**src/hdl/ort_pkg.sv**
```systemverilog
// ---------------------------------------------------------------------------
// ort_pkg
// Shared types, codes and sizes for the ordered record table.
// ---------------------------------------------------------------------------
`default_nettype none

package ort_pkg;

   // sizes
   localparam int CAPACITY_DEFAULT = 128;
   localparam int NAME_W           = 64;
   localparam int COORD_W          = 32;
   localparam int OP_W             = 3;
   localparam int STATUS_W         = 2;
   localparam int COUNT_OUT_W      = 8;

   typedef logic [OP_W-1:0]     op_type;
   typedef logic [STATUS_W-1:0] status_type;

   // operation codes
   localparam op_type OP_INSERT     = 3'd0;
   localparam op_type OP_DEL_NAME   = 3'd1;
   localparam op_type OP_DEL_COORD  = 3'd2;
   localparam op_type OP_FIND_NAME  = 3'd3;
   localparam op_type OP_FIND_COORD = 3'd4;

   // status codes
   localparam status_type ST_DONE = 2'd0;
   localparam status_type ST_FULL = 2'd1;
   localparam status_type ST_MISS = 2'd2;

   // one stored record
   typedef struct packed {
      logic        [NAME_W-1:0]  name;
      logic signed [COORD_W-1:0] x;
      logic signed [COORD_W-1:0] y;
   } record_type;

   // what the compare unit looks for
   typedef struct packed {
      logic                      by_name;
      logic        [NAME_W-1:0]  name;
      logic signed [COORD_W-1:0] x;
      logic signed [COORD_W-1:0] y;
   } probe_type;

endpackage

`default_nettype wire

```
**src/hdl/ort_match.sv**
```systemverilog
// ---------------------------------------------------------------------------
// ort_match
// Shared compare unit: tests one stored record against the probe key.
// ---------------------------------------------------------------------------
`default_nettype none

module ort_match (
   input  ort_pkg::probe_type  probe,
   input  ort_pkg::record_type rec,
   output logic                hit
);
   import ort_pkg::*;

   logic name_eq;
   logic coord_eq;

   // name match needs all key bits, coordinate match needs both axes
   assign name_eq  = (rec.name == probe.name);
   assign coord_eq = (rec.x == probe.x) && (rec.y == probe.y);
   assign hit      = probe.by_name ? name_eq : coord_eq;

endmodule

`default_nettype wire

```
**config.mk**
```make
export PLATFORM = sky130hd
export DESIGN_NAME = ort_match
export DESIGN_NICKNAME = d
export VERILOG_FILES = /design/src/hdl/ort_pkg.sv /design/src/hdl/ort_match.sv
export SDC_FILE = /design/constraint.sdc
export NUM_CORES = 1
export LEC_CHECK = 0
export BUFFER_PORTS_ARGS = -buffer_cell sky130_fd_sc_hd__buf_2
export CAP_MARGIN = 20
export CORE_AREA = 2 2 100 102
export DETAILED_ROUTE_END_ITERATION = 16
export DIE_AREA = 0 0 102 104
export PLACE_DENSITY = 0.52
export SYNTH_ARGS = -nofsm -noshare
export SYNTH_HDL_FRONTEND = slang
export SYNTH_SLANG_ARGS = --single-unit
```
**constraint.sdc**
```tcl
create_clock -name vclk -period 2.4
set_input_delay 0.36 -clock vclk [all_inputs]
set_output_delay 0.36 -clock vclk [all_outputs]
set_load 0.005 [all_outputs]
```
==> reports/results.ini <==
[timing]
worstMarginPinSlew_ns=0.4240
hold_violations=0
grt_setup_unrepaired=false
slew_headroom_pct=71.74
hold_ws_ns=1.150
final_max_slew_viol_count=0
fin_crit_ns=2.173
tns_ns=0
clock.fmax_mhz=460.2
finalSetupViolations=0
fin_crit_sh_pct=90.55

[global_routing]
gr-max-usage-layer=met2
grt_use_met1_pct=11.01
grtUsageMet2_pct=26.60
grt_use_total_pct=12.04
overflow=0
grt_pass1_vias=2349
grt_pass1_wl_microns=10250
antenna_found_initial=1
grt_max_degree=3
use_met3_pct=2.285

[drt]
drc=0
drt-total-wl_microns=7115
num_vias=2283
first_pass_iters=4
postRouteAntennaNets=0
viasPerCell=3.970
wl_per_cell_microns=12.37
drt_first_iter_violations=14

[pwr]
powerDensity_nw_per_um2=154.9
ir_drop_mv=0.06607
p_sw_mw=0.1877
pwr-share-clk_pct=0
p_leak_nw=1.527
swShare_pct=40.86
pwr-share-comb_pct=100.0
p_seq_share_pct=0
p_int_mw=0.2717

[placement]
port_buffers=258
gp_congestion=0.7690
hpwl_microns=6804

[final_layout]
fillers=1085
nNetsFinal=700
drive_gt1_share_pct=61.68
seq_area_sq_um=0
area.growth.synth_to_final_pct=103.9
seq_cell_count=0
nClkBuffers=0

[synth]
yosysTopAreaCellShare_pct=40.33
synthCells=182
synth_area_leaders=xor2_1 (40%), xnor2_1 (31%), nor4_1 (7.7%), nand4_1 (6.9%), inv_1 (2.8%)
synth.largest_area_cell=xor2_1
syn_area_per_cell_sq_um=7.995
yosysUniqueCellTypes=17
yosysSeqAreaShare_pct=0
ys_warn_count=0
synth_area_sq_um=1455
synth_fp_nets=439

[die]
core_area_sq_um=9549
die_area_sq_um=10610
die_w_microns=102
start_util_pct=15.24
die_h_microns=104
num_rows=36
ios=258

[critical_path]
cp.arrival_ns=1.81
cp-start-kind=input pin
critical_path_class=input pin to output pin
required_ns=2.04
worstSetupEndpointType=output pin
path_max_fanout=1
cp-startpoint=probe[63]

[clock_tree]
postCtsHoldBufs=0

[hold_path]
hold-path-endpoint=hit
min_path_type=input pin to output pin
min_path_cells=5
hp-start=rec[108]

[status]
outcome=complete, no violations

[run]
drv_cap=0

[layer usage]
layer / share of wire, % / wire length (microns)
met1: 32 / 2298
met2: 55 / 3922
met3: 12 / 824
met4: 0.97 / 69
met5: 0 / 0
[how the worst max path moves through the flow]
stage | endpoint | depth (start not counted)
after global routing | hit | 8
after detailed placement | hit | 8
after CTS | hit | 8
final | hit | 8
after global placement | hit | 8
after floorplan | hit | 6
[synthesized netlist by cell type]
master and instances:
a221oi_1 3, a222oi_1 1, inv_1 11, nand2_1 1
nand3_1 1, nand4_1 16, nand4_2 2, nor3_1 1
nor3_2 1, nor4_1 18, nor4_2 2, o21ai_0 1
o22ai_1 3, o2bb2ai_1 2, o41ai_2 1, xnor2_1 51
xor2_1 67
[worst max-delay path, stage by stage]
cell     delay, ns
buf_2         0.11
xor2_1        0.16
nor4_2        0.28
nand4_1       0.14
nor4_2        0.33
nand4_1       0.18
o41ai_2       0.08
buf_2         0.17
[stage by stage]
| step | instance area (sq um) | instances | setup WS [ns] | power (mW) | utilization, % |
|---|---|---|---|---|---|
| 2_1_floorplan | 1455 | 182 | 0.6249 | 0.1799 | - |
| 3_3_place_gp | 2920 | 574 | -0.03313 | 0.4473 | 30.58 |
| 3_5_place_dp | 2920 | 574 | -0.07535 | 0.4535 | 30.58 |
| 4_1_cts | 2927 | 574 | 0.009460 | 0.4569 | 30.65 |
| 5_1_grt | 2967 | 575 | 0.001772 | 0.5063 | 31.07 |
| 6_report | 2967 | 575 | 0.2269 | 0.4595 | 31.07 |
[layout by cell type (no fill, tap or decap)]
cell       synthesis  layout
a221oi_1           3       2
a221oi_2           0       1
a222oi_1           1       1
buf_2              0     258
buf_4              0       1
diode_2            0       1
inv_1             11      11
nand2_1            1       1
nand3_1            1       1
nand4_1           16      16
nand4_2            2       2
nor3_1             1       1
nor3_2             1       1
nor4_1            18      12
nor4_2             2       8
o21ai_0            1       1
o22ai_1            3       3
o2bb2ai_1          2       2
o41ai_2            1       1
xnor2_1           51      51
xor2_1            67      67
[power by group through the flow]
stage	clock network [mW]	logic, mW	registers, mW
2_1_floorplan	0	0.180	0
3_3_place_gp	0	0.447	0
3_5_place_dp	0	0.453	0
4_1_cts	0	0.457	0
5_1_grt	0.0000000557	0.506	0
6_report	0.0000000557	0.459	0
[cell families after synthesis]
family,share of synthesized area (%)
xor+xnor,71.02
simple gates,19.69
compound gates,6.450
buf+inv,2.838
[layout make-up]
| type | instances | area [sq um] | share of cell area, % |
|---|---|---|---|
| well taps | 133 | 166.4 | 5.609 |
| multi-input cells | 171 | 1458 | 49.14 |
| repair buffers | 259 | 1299 | 43.78 |
| diodes | 1 | 2.502 | 0.08435 |
| inverters | 11 | 41.29 | 1.392 |
[timing repair]
| action | in CTS | in global routing |
|---|---|---|
| setup endpoints to repair | 1 | 1 |
| pin swaps | 1 | 8 |
| hold endpoints to repair | 0 | 0 |
| gates resized for setup | 1 | 6 |
| setup buffers | 0 | 0 |
| cloned | 0 | 0 |
No activity file was read; power rests on OpenSTA's default activity.
