===== src/hdl/ort_pkg.sv =====
// ---------------------------------------------------------------------------
// ort_pkg
// Shared types, codes and sizes for the ordered record table.
// ---------------------------------------------------------------------------
`default_nettype none

package ort_pkg;

   // sizes
   localparam int CAPACITY_DEFAULT = 128;
   localparam int NAME_W           = 64;
   localparam int COORD_W          = 32;
   localparam int OP_W             = 3;
   localparam int STATUS_W         = 2;
   localparam int COUNT_OUT_W      = 8;

   typedef logic [OP_W-1:0]     op_type;
   typedef logic [STATUS_W-1:0] status_type;

   // operation codes
   localparam op_type OP_INSERT     = 3'd0;
   localparam op_type OP_DEL_NAME   = 3'd1;
   localparam op_type OP_DEL_COORD  = 3'd2;
   localparam op_type OP_FIND_NAME  = 3'd3;
   localparam op_type OP_FIND_COORD = 3'd4;

   // status codes
   localparam status_type ST_DONE = 2'd0;
   localparam status_type ST_FULL = 2'd1;
   localparam status_type ST_MISS = 2'd2;

   // one stored record
   typedef struct packed {
      logic        [NAME_W-1:0]  name;
      logic signed [COORD_W-1:0] x;
      logic signed [COORD_W-1:0] y;
   } record_type;

   // what the compare unit looks for
   typedef struct packed {
      logic                      by_name;
      logic        [NAME_W-1:0]  name;
      logic signed [COORD_W-1:0] x;
      logic signed [COORD_W-1:0] y;
   } probe_type;

endpackage

`default_nettype wire


===== src/hdl/ort_ifs.sv =====
// ---------------------------------------------------------------------------
// ort_ifs
// Valid/ready channels for request words and response words.
// ---------------------------------------------------------------------------
`default_nettype none

interface ort_req_if;
   logic                                  valid;
   logic                                  ready;
   logic        [ort_pkg::OP_W-1:0]       op;
   logic        [ort_pkg::NAME_W-1:0]     key_name;
   logic signed [ort_pkg::COORD_W-1:0]    coord_x;
   logic signed [ort_pkg::COORD_W-1:0]    coord_y;

   modport source (output valid, op, key_name, coord_x, coord_y, input ready);
   modport sink   (input valid, op, key_name, coord_x, coord_y, output ready);
endinterface

interface ort_rsp_if;
   logic                                  valid;
   logic                                  ready;
   logic        [ort_pkg::STATUS_W-1:0]   status;
   logic        [ort_pkg::NAME_W-1:0]     hit_name;
   logic signed [ort_pkg::COORD_W-1:0]    hit_x;
   logic signed [ort_pkg::COORD_W-1:0]    hit_y;
   logic        [ort_pkg::COUNT_OUT_W-1:0] entry_count;

   modport source (output valid, status, hit_name, hit_x, hit_y, entry_count,
                   input ready);
   modport sink   (input valid, status, hit_name, hit_x, hit_y, entry_count,
                   output ready);
endinterface

`default_nettype wire


===== src/hdl/ort_seq.sv =====
// ---------------------------------------------------------------------------
// ort_seq
// Sequencer: scans the table one entry at a time and shifts entries down
// after a delete, then presents one response word.
// ---------------------------------------------------------------------------
`default_nettype none

module ort_seq #(
   parameter int CAPACITY = ort_pkg::CAPACITY_DEFAULT
) (
   input  wire logic                        clock,
   input  wire logic                        reset,
   ort_req_if.sink                          req_bus,
   ort_rsp_if.source                        rsp_bus,
   output ort_pkg::probe_type               probe,
   input  wire logic                        hit,
   output logic                             wr_en,
   output logic [$clog2(CAPACITY)-1:0]      wr_addr,
   output ort_pkg::record_type              wr_data,
   output logic [$clog2(CAPACITY)-1:0]      rd_addr,
   input  ort_pkg::record_type              rd_data
);
   import ort_pkg::*;

   localparam int AW = $clog2(CAPACITY);
   localparam int CW = $clog2(CAPACITY + 1);
   localparam logic [CW-1:0] CAP_COUNT = CW'(CAPACITY);

   // sequencer states
   localparam logic [2:0] S_IDLE = 3'd0;
   localparam logic [2:0] S_READ = 3'd1;
   localparam logic [2:0] S_CMP  = 3'd2;
   localparam logic [2:0] S_SHRD = 3'd3;
   localparam logic [2:0] S_SHWR = 3'd4;
   localparam logic [2:0] S_RESP = 3'd5;

   logic [2:0]                state_ff, state_in;
   op_type                    op_ff, op_in;
   probe_type                 probe_ff, probe_in;
   logic [AW-1:0]             idx_ff, idx_in;
   logic [CW-1:0]             count_ff, count_in;
   status_type                status_ff, status_in;
   record_type                hit_rec_ff, hit_rec_in;

   logic                      req_acc;
   logic [CW-1:0]             idx_plus1;
   logic [CW-1:0]             idx_plus2;
   logic                      is_delete;
   record_type                new_rec;

   assign req_acc   = req_bus.valid && req_bus.ready;
   assign idx_plus1 = CW'(idx_ff) + CW'(1);
   assign idx_plus2 = CW'(idx_ff) + CW'(2);
   assign is_delete = (op_ff == OP_DEL_NAME) || (op_ff == OP_DEL_COORD);

   assign new_rec.name = req_bus.key_name;
   assign new_rec.x    = req_bus.coord_x;
   assign new_rec.y    = req_bus.coord_y;

   // next state and datapath
   always_comb begin
      state_in   = state_ff;
      op_in      = op_ff;
      probe_in   = probe_ff;
      idx_in     = idx_ff;
      count_in   = count_ff;
      status_in  = status_ff;
      hit_rec_in = hit_rec_ff;
      wr_en      = 1'b0;
      wr_addr    = idx_ff;
      wr_data    = rd_data;
      rd_addr    = idx_ff;

      case (state_ff)
         S_IDLE: begin
            if (req_acc) begin
               op_in            = req_bus.op;
               probe_in.by_name = (req_bus.op == OP_DEL_NAME) ||
                                  (req_bus.op == OP_FIND_NAME);
               probe_in.name    = req_bus.key_name;
               probe_in.x       = req_bus.coord_x;
               probe_in.y       = req_bus.coord_y;
               idx_in           = '0;
               hit_rec_in       = '0;
               status_in        = ST_MISS;
               state_in         = S_RESP;
               if (req_bus.op == OP_INSERT) begin
                  if (count_ff < CAP_COUNT) begin
                     wr_en     = 1'b1;
                     wr_addr   = count_ff[AW-1:0];
                     wr_data   = new_rec;
                     count_in  = count_ff + CW'(1);
                     status_in = ST_DONE;
                  end else begin
                     status_in = ST_FULL;
                  end
               end else if (req_bus.op inside {OP_DEL_NAME, OP_DEL_COORD,
                                               OP_FIND_NAME, OP_FIND_COORD}) begin
                  if (count_ff != '0) begin
                     state_in = S_READ;
                  end
               end
            end
         end

         // address the entry under test
         S_READ: begin
            rd_addr  = idx_ff;
            state_in = S_CMP;
         end

         // compare the entry just read
         S_CMP: begin
            if (hit) begin
               status_in = ST_DONE;
               if (is_delete) begin
                  if (idx_plus1 < count_ff) begin
                     state_in = S_SHRD;
                  end else begin
                     count_in = count_ff - CW'(1);
                     state_in = S_RESP;
                  end
               end else begin
                  hit_rec_in = rd_data;
                  state_in   = S_RESP;
               end
            end else if (idx_plus1 < count_ff) begin
               idx_in   = idx_plus1[AW-1:0];
               state_in = S_READ;
            end else begin
               state_in = S_RESP;
            end
         end

         // fetch the entry that moves down
         S_SHRD: begin
            rd_addr  = idx_plus1[AW-1:0];
            state_in = S_SHWR;
         end

         // move it one place down
         S_SHWR: begin
            wr_en   = 1'b1;
            wr_addr = idx_ff;
            wr_data = rd_data;
            idx_in  = idx_plus1[AW-1:0];
            if (idx_plus2 < count_ff) begin
               state_in = S_SHRD;
            end else begin
               count_in = count_ff - CW'(1);
               state_in = S_RESP;
            end
         end

         S_RESP: begin
            if (rsp_bus.ready) begin
               state_in = S_IDLE;
            end
         end

         default: begin
            state_in = S_IDLE;
         end
      endcase
   end

   // control state
   always_ff @(posedge clock) begin
      if (reset) begin
         state_ff <= S_IDLE;
         count_ff <= '0;
      end else begin
         state_ff <= state_in;
         count_ff <= count_in;
      end
   end

   // payload registers
   always_ff @(posedge clock) begin
      op_ff      <= op_in;
      probe_ff   <= probe_in;
      idx_ff     <= idx_in;
      status_ff  <= status_in;
      hit_rec_ff <= hit_rec_in;
   end

   assign probe               = probe_ff;
   assign req_bus.ready       = (state_ff == S_IDLE);
   assign rsp_bus.valid       = (state_ff == S_RESP);
   assign rsp_bus.status      = status_ff;
   assign rsp_bus.hit_name    = hit_rec_ff.name;
   assign rsp_bus.hit_x       = hit_rec_ff.x;
   assign rsp_bus.hit_y       = hit_rec_ff.y;
   assign rsp_bus.entry_count = COUNT_OUT_W'(count_ff);

endmodule

`default_nettype wire


===== src/flat_wrapper.sv =====
// flat-port wrapper written by rule: the top's interface ports become plain ports
module ort_seq_flat import ort_pkg::*;
#(
   parameter int CAPACITY = ort_pkg::CAPACITY_DEFAULT
)
  (clock, reset, probe, hit, wr_en, wr_addr, wr_data, rd_addr, rd_data, req_bus_valid, req_bus_op, req_bus_key_name, req_bus_coord_x, req_bus_coord_y, req_bus_ready, rsp_bus_valid, rsp_bus_status, rsp_bus_hit_name, rsp_bus_hit_x, rsp_bus_hit_y, rsp_bus_entry_count, rsp_bus_ready);
  ort_req_if req_bus_i ();
  ort_rsp_if rsp_bus_i ();
  input  wire logic clock;
  input  wire logic reset;
  output ort_pkg::probe_type probe;
  input  wire logic hit;
  output logic wr_en;
  output logic [$clog2(CAPACITY)-1:0] wr_addr;
  output ort_pkg::record_type wr_data;
  output logic [$clog2(CAPACITY)-1:0] rd_addr;
  input  ort_pkg::record_type rd_data;
  input wire logic [$bits(req_bus_i.valid)-1:0] req_bus_valid;
  input wire logic [$bits(req_bus_i.op)-1:0] req_bus_op;
  input wire logic [$bits(req_bus_i.key_name)-1:0] req_bus_key_name;
  input wire logic [$bits(req_bus_i.coord_x)-1:0] req_bus_coord_x;
  input wire logic [$bits(req_bus_i.coord_y)-1:0] req_bus_coord_y;
  output wire logic [$bits(req_bus_i.ready)-1:0] req_bus_ready;
  output wire logic [$bits(rsp_bus_i.valid)-1:0] rsp_bus_valid;
  output wire logic [$bits(rsp_bus_i.status)-1:0] rsp_bus_status;
  output wire logic [$bits(rsp_bus_i.hit_name)-1:0] rsp_bus_hit_name;
  output wire logic [$bits(rsp_bus_i.hit_x)-1:0] rsp_bus_hit_x;
  output wire logic [$bits(rsp_bus_i.hit_y)-1:0] rsp_bus_hit_y;
  output wire logic [$bits(rsp_bus_i.entry_count)-1:0] rsp_bus_entry_count;
  input wire logic [$bits(rsp_bus_i.ready)-1:0] rsp_bus_ready;
  assign req_bus_i.valid = req_bus_valid;
  assign req_bus_i.op = req_bus_op;
  assign req_bus_i.key_name = req_bus_key_name;
  assign req_bus_i.coord_x = req_bus_coord_x;
  assign req_bus_i.coord_y = req_bus_coord_y;
  assign req_bus_ready = req_bus_i.ready;
  assign rsp_bus_valid = rsp_bus_i.valid;
  assign rsp_bus_status = rsp_bus_i.status;
  assign rsp_bus_hit_name = rsp_bus_i.hit_name;
  assign rsp_bus_hit_x = rsp_bus_i.hit_x;
  assign rsp_bus_hit_y = rsp_bus_i.hit_y;
  assign rsp_bus_entry_count = rsp_bus_i.entry_count;
  assign rsp_bus_i.ready = rsp_bus_ready;
  ort_seq #(.CAPACITY(CAPACITY)) u_core (.clock(clock), .reset(reset), .req_bus(req_bus_i), .rsp_bus(rsp_bus_i), .probe(probe), .hit(hit), .wr_en(wr_en), .wr_addr(wr_addr), .wr_data(wr_data), .rd_addr(rd_addr), .rd_data(rd_data));
endmodule

===== config.mk =====
export PLATFORM = sky130hd
export DESIGN_NAME = ort_seq_flat
export DESIGN_NICKNAME = d
export VERILOG_FILES = /design/src/hdl/ort_pkg.sv /design/src/hdl/ort_ifs.sv /design/src/hdl/ort_seq.sv /design/src/flat_wrapper.sv
export SDC_FILE = /design/constraint.sdc
export NUM_CORES = 1
export LEC_CHECK = 0
export ABC_CLOCK_PERIOD_IN_PS = 21700
export BUFFER_PORTS_ARGS = -buffer_cell sky130_fd_sc_hd__buf_2
export CELL_PAD_IN_SITES_DETAIL_PLACEMENT = 1
export CELL_PAD_IN_SITES_GLOBAL_PLACEMENT = 2
export CORE_AREA = 2 2 266 268
export DETAILED_ROUTE_END_ITERATION = 16
export DIE_AREA = 0 0 268 270
export PLACE_DENSITY_LB_ADDON = 0.1
export SLEW_MARGIN = 20
export SYNTH_ARGS = -nofsm -noshare
export SYNTH_HDL_FRONTEND = slang
export SYNTH_SLANG_ARGS = --single-unit

===== constraint.sdc =====
create_clock -name clock -period 21.7 [get_ports clock]
set_input_delay 1.085 -clock clock [delete_from_list [all_inputs] [get_ports clock]]
set_output_delay 1.085 -clock clock [all_outputs]
set_load 0.01 [all_outputs]

==> reports/metrics.yaml, run 1 <==
outcome:
  run_status: "completed"
sta:
  fin_crit_ps: 4670
  min_period_over_period_pct: 21.5
  timing.slew.headroom_pct: 16.0
  max_freq_mhz: 214
  worstMarginPinSlew_ps: 1260
  hold_viol_final: 0
  setup_tns_ps: 0
  whs_ps: 556
  skew_ps: 16.0
  finalSetupViolations: 0
  maxSlewViolCount: 0
  rsz0062_at_grt: "false"
yosys:
  synthArstFlopShare_pct: 0
  synth.most_common_cell: "edfxtp_1"
  ys_warn_count: 0
  yosys.area.top_type: "edfxtp_1"
  yosys.area.top_type_share_pct: 66.4
  ys.flop_type: "edfxtp_1"
  synthDistinctLibCells: 43
  synthMuxAreaShare_pct: 11.9
  synth_cells: 806
  synth-edff-count: 269
  synth_compound_area_share_pct: 2.94
  syn-num-nets: 1094
  synthAdderAreaFrac_pct: 2.53
  synth-seq-cells: 280
  syn-cell-area_um2: 12200
  yosys.area_share.xor_xnor_pct: 1.66
  yosysSeqAreaShare_pct: 68.2
  synth_top_family_by_area: "multiplexers"
  yosys.area_share.simple_pct: 10.5
  synth_commonest_cells: "edfxtp_1 (269), and3_1 (132), mux2_2 (129), clkbuf_1 (37)"
  synthTopCellsByArea: "edfxtp_1 (66%), mux2_2 (12%), and3_1 (6.8%)"
  synth.avg_cell_area_um2: 15.1
flow_run:
  cap_viol_max_count: 0
worst_setup_path:
  r2r-end: "u_core.rsp_bus.hit_name[5]"
  worstSetupStartpointType: "register"
  cp_cell_sequence: "nand2b_1 > nor3_4 > buf_12 > nand2_4 > buf_4 > mux2_2 > buf_2"
  critPathSlowestCell: "dfxtp_4"
  reg2regPathDepth: 5
  cp_data_arrival_time_ps: 3590
  cpPeakStageDelay_ps: 690
  cp_data_required_time_ps: 20610
  path_class: "register to output port"
  regToRegSetupSlack_ps: 18200
  worst_setup_path_end_kind: "output port"
  path_max_fanout: 134
  r2r_start: "u_core.state_ff[1]"
cells_and_area:
  drive_gt1_share_pct: 57.7
  utilization_pct: 25.5
  syn_to_final_growth_pct: 46.0
  fillers: 7807
  nets: 1764
  final_cell_count_no_fill: 2446
clocking:
  clock_sinks: 280
  worst_skew_pair.late_latency_ps: 550
  cts_max_path_buffers: 3
  htree_num_levels: 2
  cts_buffers: 37
  cts_resized: 0
  cts_tree: "built"
  postCtsSetupRepairBufs: 0
  holdBufCountCts: 0
  root_buffer: "clkbuf_16"
  clk_pin_slew_ps: 50
global_route:
  grt-ovfl-total: 0
  antenna_found_initial: 10
  grt_pass1_vias: 10239
  grt_max_degree: 135
  grt_pass1_wl_um: 80200
  grt_usage_pct: 15.6
placed_design:
  dp.cells: 2377
  gp_congestion: 0.853
  hpwl_um: 46400
  placement.io_buffers: 675
drt:
  route.detailed.drc: 0
  route.met2.wl_um: 31900
  vias: 9683
  antenna_left: 0
  highest_layer: "met5"
  avgRoutedWirePerCell_um: 24.2
  first_pass_iters: 4
  wl_met1_um: 21600
  drt_iter0_drc: 293
  wl_met3_um: 4450
  wirelength_um: 59200
  vias_per_cell: 3.96
floorplanning:
  dieArea_um2: 72400
  dieHeight_um: 270
  core_area_um2: 69500
  rows: 97
  die_w_um: 268
  initial_utilization_pct: 17.5
  top_level_ports: 676
power:
  powerDensity_nw_per_um2: 125
  vdd_drop_max_v: 0.000104
  p_leak_nw: 7.90
hold_path:
  hold_start: "u_core.rsp_bus.entry_count[3]"
  min_path_cells: 2
  worstHoldEndpoint: "u_core.rsp_bus.entry_count[3]"
  hold_path_class: "register to register"
-- cell usage in the layout, fill, tap and decap left out, drive strengths merged, types with 2 or more instances in the layout --
cell	count
nor3	5
nand2	23
bufinv	2
and3	132
inv	15
edfxtp	269
nand3	15
a21o	2
clkbuf	46
nor2b	6
o211ai	4
ha	23
dfxtp	11
buf	684
a21oi	20
o21ai	20
xor2	7
xnor2	16
nor2	23
clkinv	17
nand2b	3
a211oi	2
or3	2
and2	7
o21a	2
nor4	4
mux2	129
diode	3
-- layer usage --
| layer | GRT usage (%) | up-vias |
|---|---|---|
| li1 | - | 4430 |
| met1 | 16.3 | 4805 |
| met2 | 29.6 | 368 |
| met3 | 4.89 | 74 |
| met4 | 3.97 | 6 |
| met5 | 0 | - |
-- how the worst max path moves through the flow --
stage	start	cells past startpoint	end	slack [ps]
6_report	u_core.state_ff[1]	7	wr_data[93]	17030
3_3_place_gp	req_bus_valid	8	wr_addr[5]	16780
5_1_grt	u_core.state_ff[1]	7	wr_data[93]	16660
2_1_floorplan	req_bus_valid	6	wr_data[100]	12680
3_5_place_dp	req_bus_valid	8	wr_data[93]	16760
4_1_cts	u_core.state_ff[1]	7	wr_data[93]	16620
-- worst max-delay path, delay by kind of cell (launching register included) --
kind	cells	cell delay, ps
flip-flops	1	690
AND/OR/NAND/NOR	3	690
buffers and inverters	3	1040
multiplexers	1	460
-- stage by stage --
stage,cell area (um2),worst slack [ps],power [mW]
after floorplan,12200,12680,1.28
after global placement,16600,16780,1.68
after detailed placement,16600,16760,1.68
after CTS,17800,16620,2.29
after global routing,17800,16660,2.37
final,17800,17030,2.22
-- layout make-up --
type | count | area (um2) | share of cell area [%]
Antenna cell | 3 | 7.51 | 0.0423
Clock buffer | 46 | 981 | 5.52
Clock inverter | 20 | 159 | 0.895
Inverter | 14 | 52.6 | 0.296
Multi-Input combinational cell | 459 | 3630 | 20.4
Sequential cell | 280 | 8300 | 46.7
Tap cell | 940 | 1180 | 6.62
Timing Repair Buffer | 684 | 3460 | 19.5
-- state kept, by name, indices dropped and copies added, names as in the netlist --
name and flops:
u_core.probe 129, u_core.rsp_bus.hit_x 32, u_core.op_ff 3, u_core.state_ff 3, u_core.rsp_bus.hit_name 64, u_core.rsp_bus.status 2, u_core.rsp_bus.entry_count 8, u_core.rsp_bus.hit_y 32
u_core.idx_ff 7
-- where the power goes --
group | switching [mW] | internal, mW | total, mW | leakage (nW)
Sequential | 0.0693 | 0.791 | 0.860 | 2.68
Clock | 0.247 | 0.345 | 0.591 | 0.552
Combinational | 0.516 | 0.257 | 0.772 | 4.67
-- logic make-up (layout without fill, tap and decap cells) --
| logic type | count (synthesis) | count (layout) |
|---|---|---|
| flops | 280 | 280 |
| simple gates | 224 | 224 |
| mux | 129 | 129 |
| buf+inv | 67 | 764 |
| compound gates | 59 | 59 |
| fa+ha+maj | 24 | 24 |
| xor+xnor | 23 | 23 |
| other cells | 0 | 3 |
No activity file was read; power rests on OpenSTA's default activity.
==> run 2, diff against run 1 <==
--- a/config.mk
+++ b/config.mk
@@ -5,13 +5,13 @@
 export SDC_FILE = /design/constraint.sdc
 export NUM_CORES = 1
 export LEC_CHECK = 0
-export ABC_CLOCK_PERIOD_IN_PS = 21700
+export ABC_CLOCK_PERIOD_IN_PS = 4200
 export BUFFER_PORTS_ARGS = -buffer_cell sky130_fd_sc_hd__buf_2
 export CELL_PAD_IN_SITES_DETAIL_PLACEMENT = 1
 export CELL_PAD_IN_SITES_GLOBAL_PLACEMENT = 2
-export CORE_AREA = 2 2 266 268
+export CORE_AREA = 2 2 259 261
 export DETAILED_ROUTE_END_ITERATION = 16
-export DIE_AREA = 0 0 268 270
+export DIE_AREA = 0 0 261 263
 export PLACE_DENSITY_LB_ADDON = 0.1
 export SLEW_MARGIN = 20
 export SYNTH_ARGS = -nofsm -noshare
==> constraint.sdc (replaced) <==
create_clock -name clock -period 4.2 [get_ports clock]
set_input_delay 0.21 -clock clock [delete_from_list [all_inputs] [get_ports clock]]
set_output_delay 0.21 -clock clock [all_outputs]
set_load 0.01 [all_outputs]
==> run 2 against run 1 <==
Effect of this change:
- critical path depth decreased by 1
- first-iteration DRC count increased by 29%
- total power increased to 5.3 times the previous value
==> reports/metrics.yaml, run 2 (same netlist as run 1, synthesis figures left out) <==
placed_design:
  gp_congestion: 0.859
  dp.cells: 2305
  hpwl_um: 45000
  placement.io_buffers: 675
clocking:
  root_buffer: "clkbuf_16"
  cts_buffers: 39
  cts_max_path_buffers: 3
  clk_pin_slew_ps: 50
  clock_sinks: 280
  htree_num_levels: 2
  cts_resized: 0
  worst_skew_pair.late_latency_ps: 540
  cts_tree: "built"
cells_and_area:
  multi_input_area_um2: 3700
  syn_to_final_growth_pct: 67.2
  regArea_um2: 8300
  final_cell_count_no_fill: 2620
  nets: 2022
  largest_reg_flops: 129
  utilization_pct: 31.0
  drive_gt1_share_pct: 50.1
  layout_commonest_cell: "buf_2"
  antennaDiodeCount: 0
  fillers: 7320
  layout_common_cells: "buf_2 (675), edfxtp_1 (269), dlygate4sd3_1 (252)"
worst_setup_path:
  critPathSlowestCell: "buf_4"
  crit_family: "buffers and inverters"
  critPathBufInv: 3
  worstSetupStartpointType: "register"
  worst_setup_path_end_kind: "output port"
  path_class: "register to output port"
  cpPeakStageDelay_ps: 780
  cp_data_required_time_ps: 3990
  path_max_fanout: 86
  cp_cell_sequence: "buf_4 > nand3_1 > inv_1 > nand2_1 > xnor2_1 > buf_2"
  cp_data_arrival_time_ps: 3100
power:
  p_int_mw: 7.44
  seq_power_share_pct: 37.5
  powerDensity_nw_per_um2: 582
  total_power_mw: 11.8
  vdd_drop_max_v: 0.000336
  p_sw_share_pct: 37.1
  p_switching_mw: 4.39
  comb_power_share_pct: 36.4
  clockPowerShare_pct: 26.1
  p_leak_nw: 9.04
outcome:
  run_status: "completed"
sta:
  hold_viol_final: 0
  skew_ps: 18.4
  max_freq_mhz: 302
  min_period_over_period_pct: 78.7
  setup_tns_ps: 0
  maxSlewViolCount: 0
  fin_crit_ps: 3310
  worstMarginPinSlew_ps: 925
  timing.slew.headroom_pct: 38.4
  rsz0062_at_grt: "false"
  finalSetupViolations: 0
drt:
  first_pass_iters: 4
  route.detailed.drc: 0
  vias_per_cell: 4.06
  avgRoutedWirePerCell_um: 23.0
  antenna_left: 0
  drt_iter0_drc: 378
  wirelength_um: 60200
  vias: 10648
floorplanning:
  die_w_um: 261
  dieArea_um2: 68600
  rows: 94
  top_level_ports: 676
  dieHeight_um: 263
  initial_utilization_pct: 18.5
  core_area_um2: 65600
global_route:
  grt-ovfl-total: 0
  grt_usage_pct: 16.9
  grt_max_degree: 134
  grt_pass1_vias: 11551
  grt_pass1_wl_um: 84600
  antenna_found_initial: 1
hold_path:
  hold_path_class: "input port to register"
flow_run:
  cap_viol_max_count: 0
run 2: cell count changes in the layout (fill, tap and decap cells not counted), moves of 2 or more:
cell	delta
clkbuf_1	+2
diode_2	-3
o21ai_2	+3
dlygate4sd3_1	+252
mux2_2	-7
o21ai_4	+3
o21ai_0	-6
mux2_4	+7
buf_12	+4
clkinv_1	-6
run 2: cell type report:
type	count	share of cell area [%]
timing repair buffer	940	29.8
sequential	280	40.8
clock buffer	50	5.05
tap	864	5.31
multi-input combinational	459	18.2
clock inverter	13	0.547
inverter	14	0.258
run 2: what timing repair did:
| item | in CTS | in global routing |
|---|---|---|
| setup endpoints to repair | 0 | 0 |
| hold buffers | 252 | 0 |
| hold endpoints to repair | 261 | 0 |
| setup buffers | 0 | 0 |
run 2: metrics by stage:
stage	hold WS [ps]	instance area, um2	setup WS, ps
floorplan	300	12300	-1100
global placement	400	16700	959
detailed placement	402	16700	951
CTS	0.263	20300	722
global route	16.1	20300	582
finish	39.7	20300	893
run 2: power by group through the flow:
| stage | combinational (mW) | sequential (mW) | clock [mW] |
|---|---|---|---|
| after global placement | 4.25 | 4.49 | 0 |
| after detailed placement | 4.24 | 4.52 | 0 |
| after global routing | 4.73 | 4.54 | 3.31 |
| final | 4.30 | 4.44 | 3.09 |
| after floorplan | 1.86 | 4.77 | 0 |
| after CTS | 4.45 | 4.46 | 3.24 |
run 2: worst reg2reg max path, delay by kind of cell, from the launching register on:
kind	cells	cell delay [ps]
AOI/OAI and AO/OA	3	550
xor gates and xnor gates	1	180
adders and majority gates	2	500
DFF	1	560
and+or+nand+nor	3	970
run 2: path summary, 6_finish.rpt:
check | depth (start not counted) | slack [ps] | endpoint | from
hold reg to reg | 2 | 600 | u_core.rsp_bus.entry_count[3] | u_core.rsp_bus.entry_count[3]
hold / removal | 2 | 40 | u_core.rsp_bus.hit_y[24] | rd_data[24]
setup / recovery | 6 | 890 | rd_addr[2] | u_core.state_ff[1]
setup reg to reg | 9 | 1040 | u_core.idx_ff[1] | u_core.idx_ff[0]
run 2: per-layer routing:
| metal | routed length [um] | track usage, % | vias up |
|---|---|---|---|
| met3 | 4720 | 5.41 | 83 |
| li1 | - | - | 4952 |
| met5 | 12 | 0 | - |
| met1 | 22700 | 18.8 | 5233 |
| met2 | 31100 | 30.5 | 378 |
| met4 | 1700 | 5.07 | 2 |
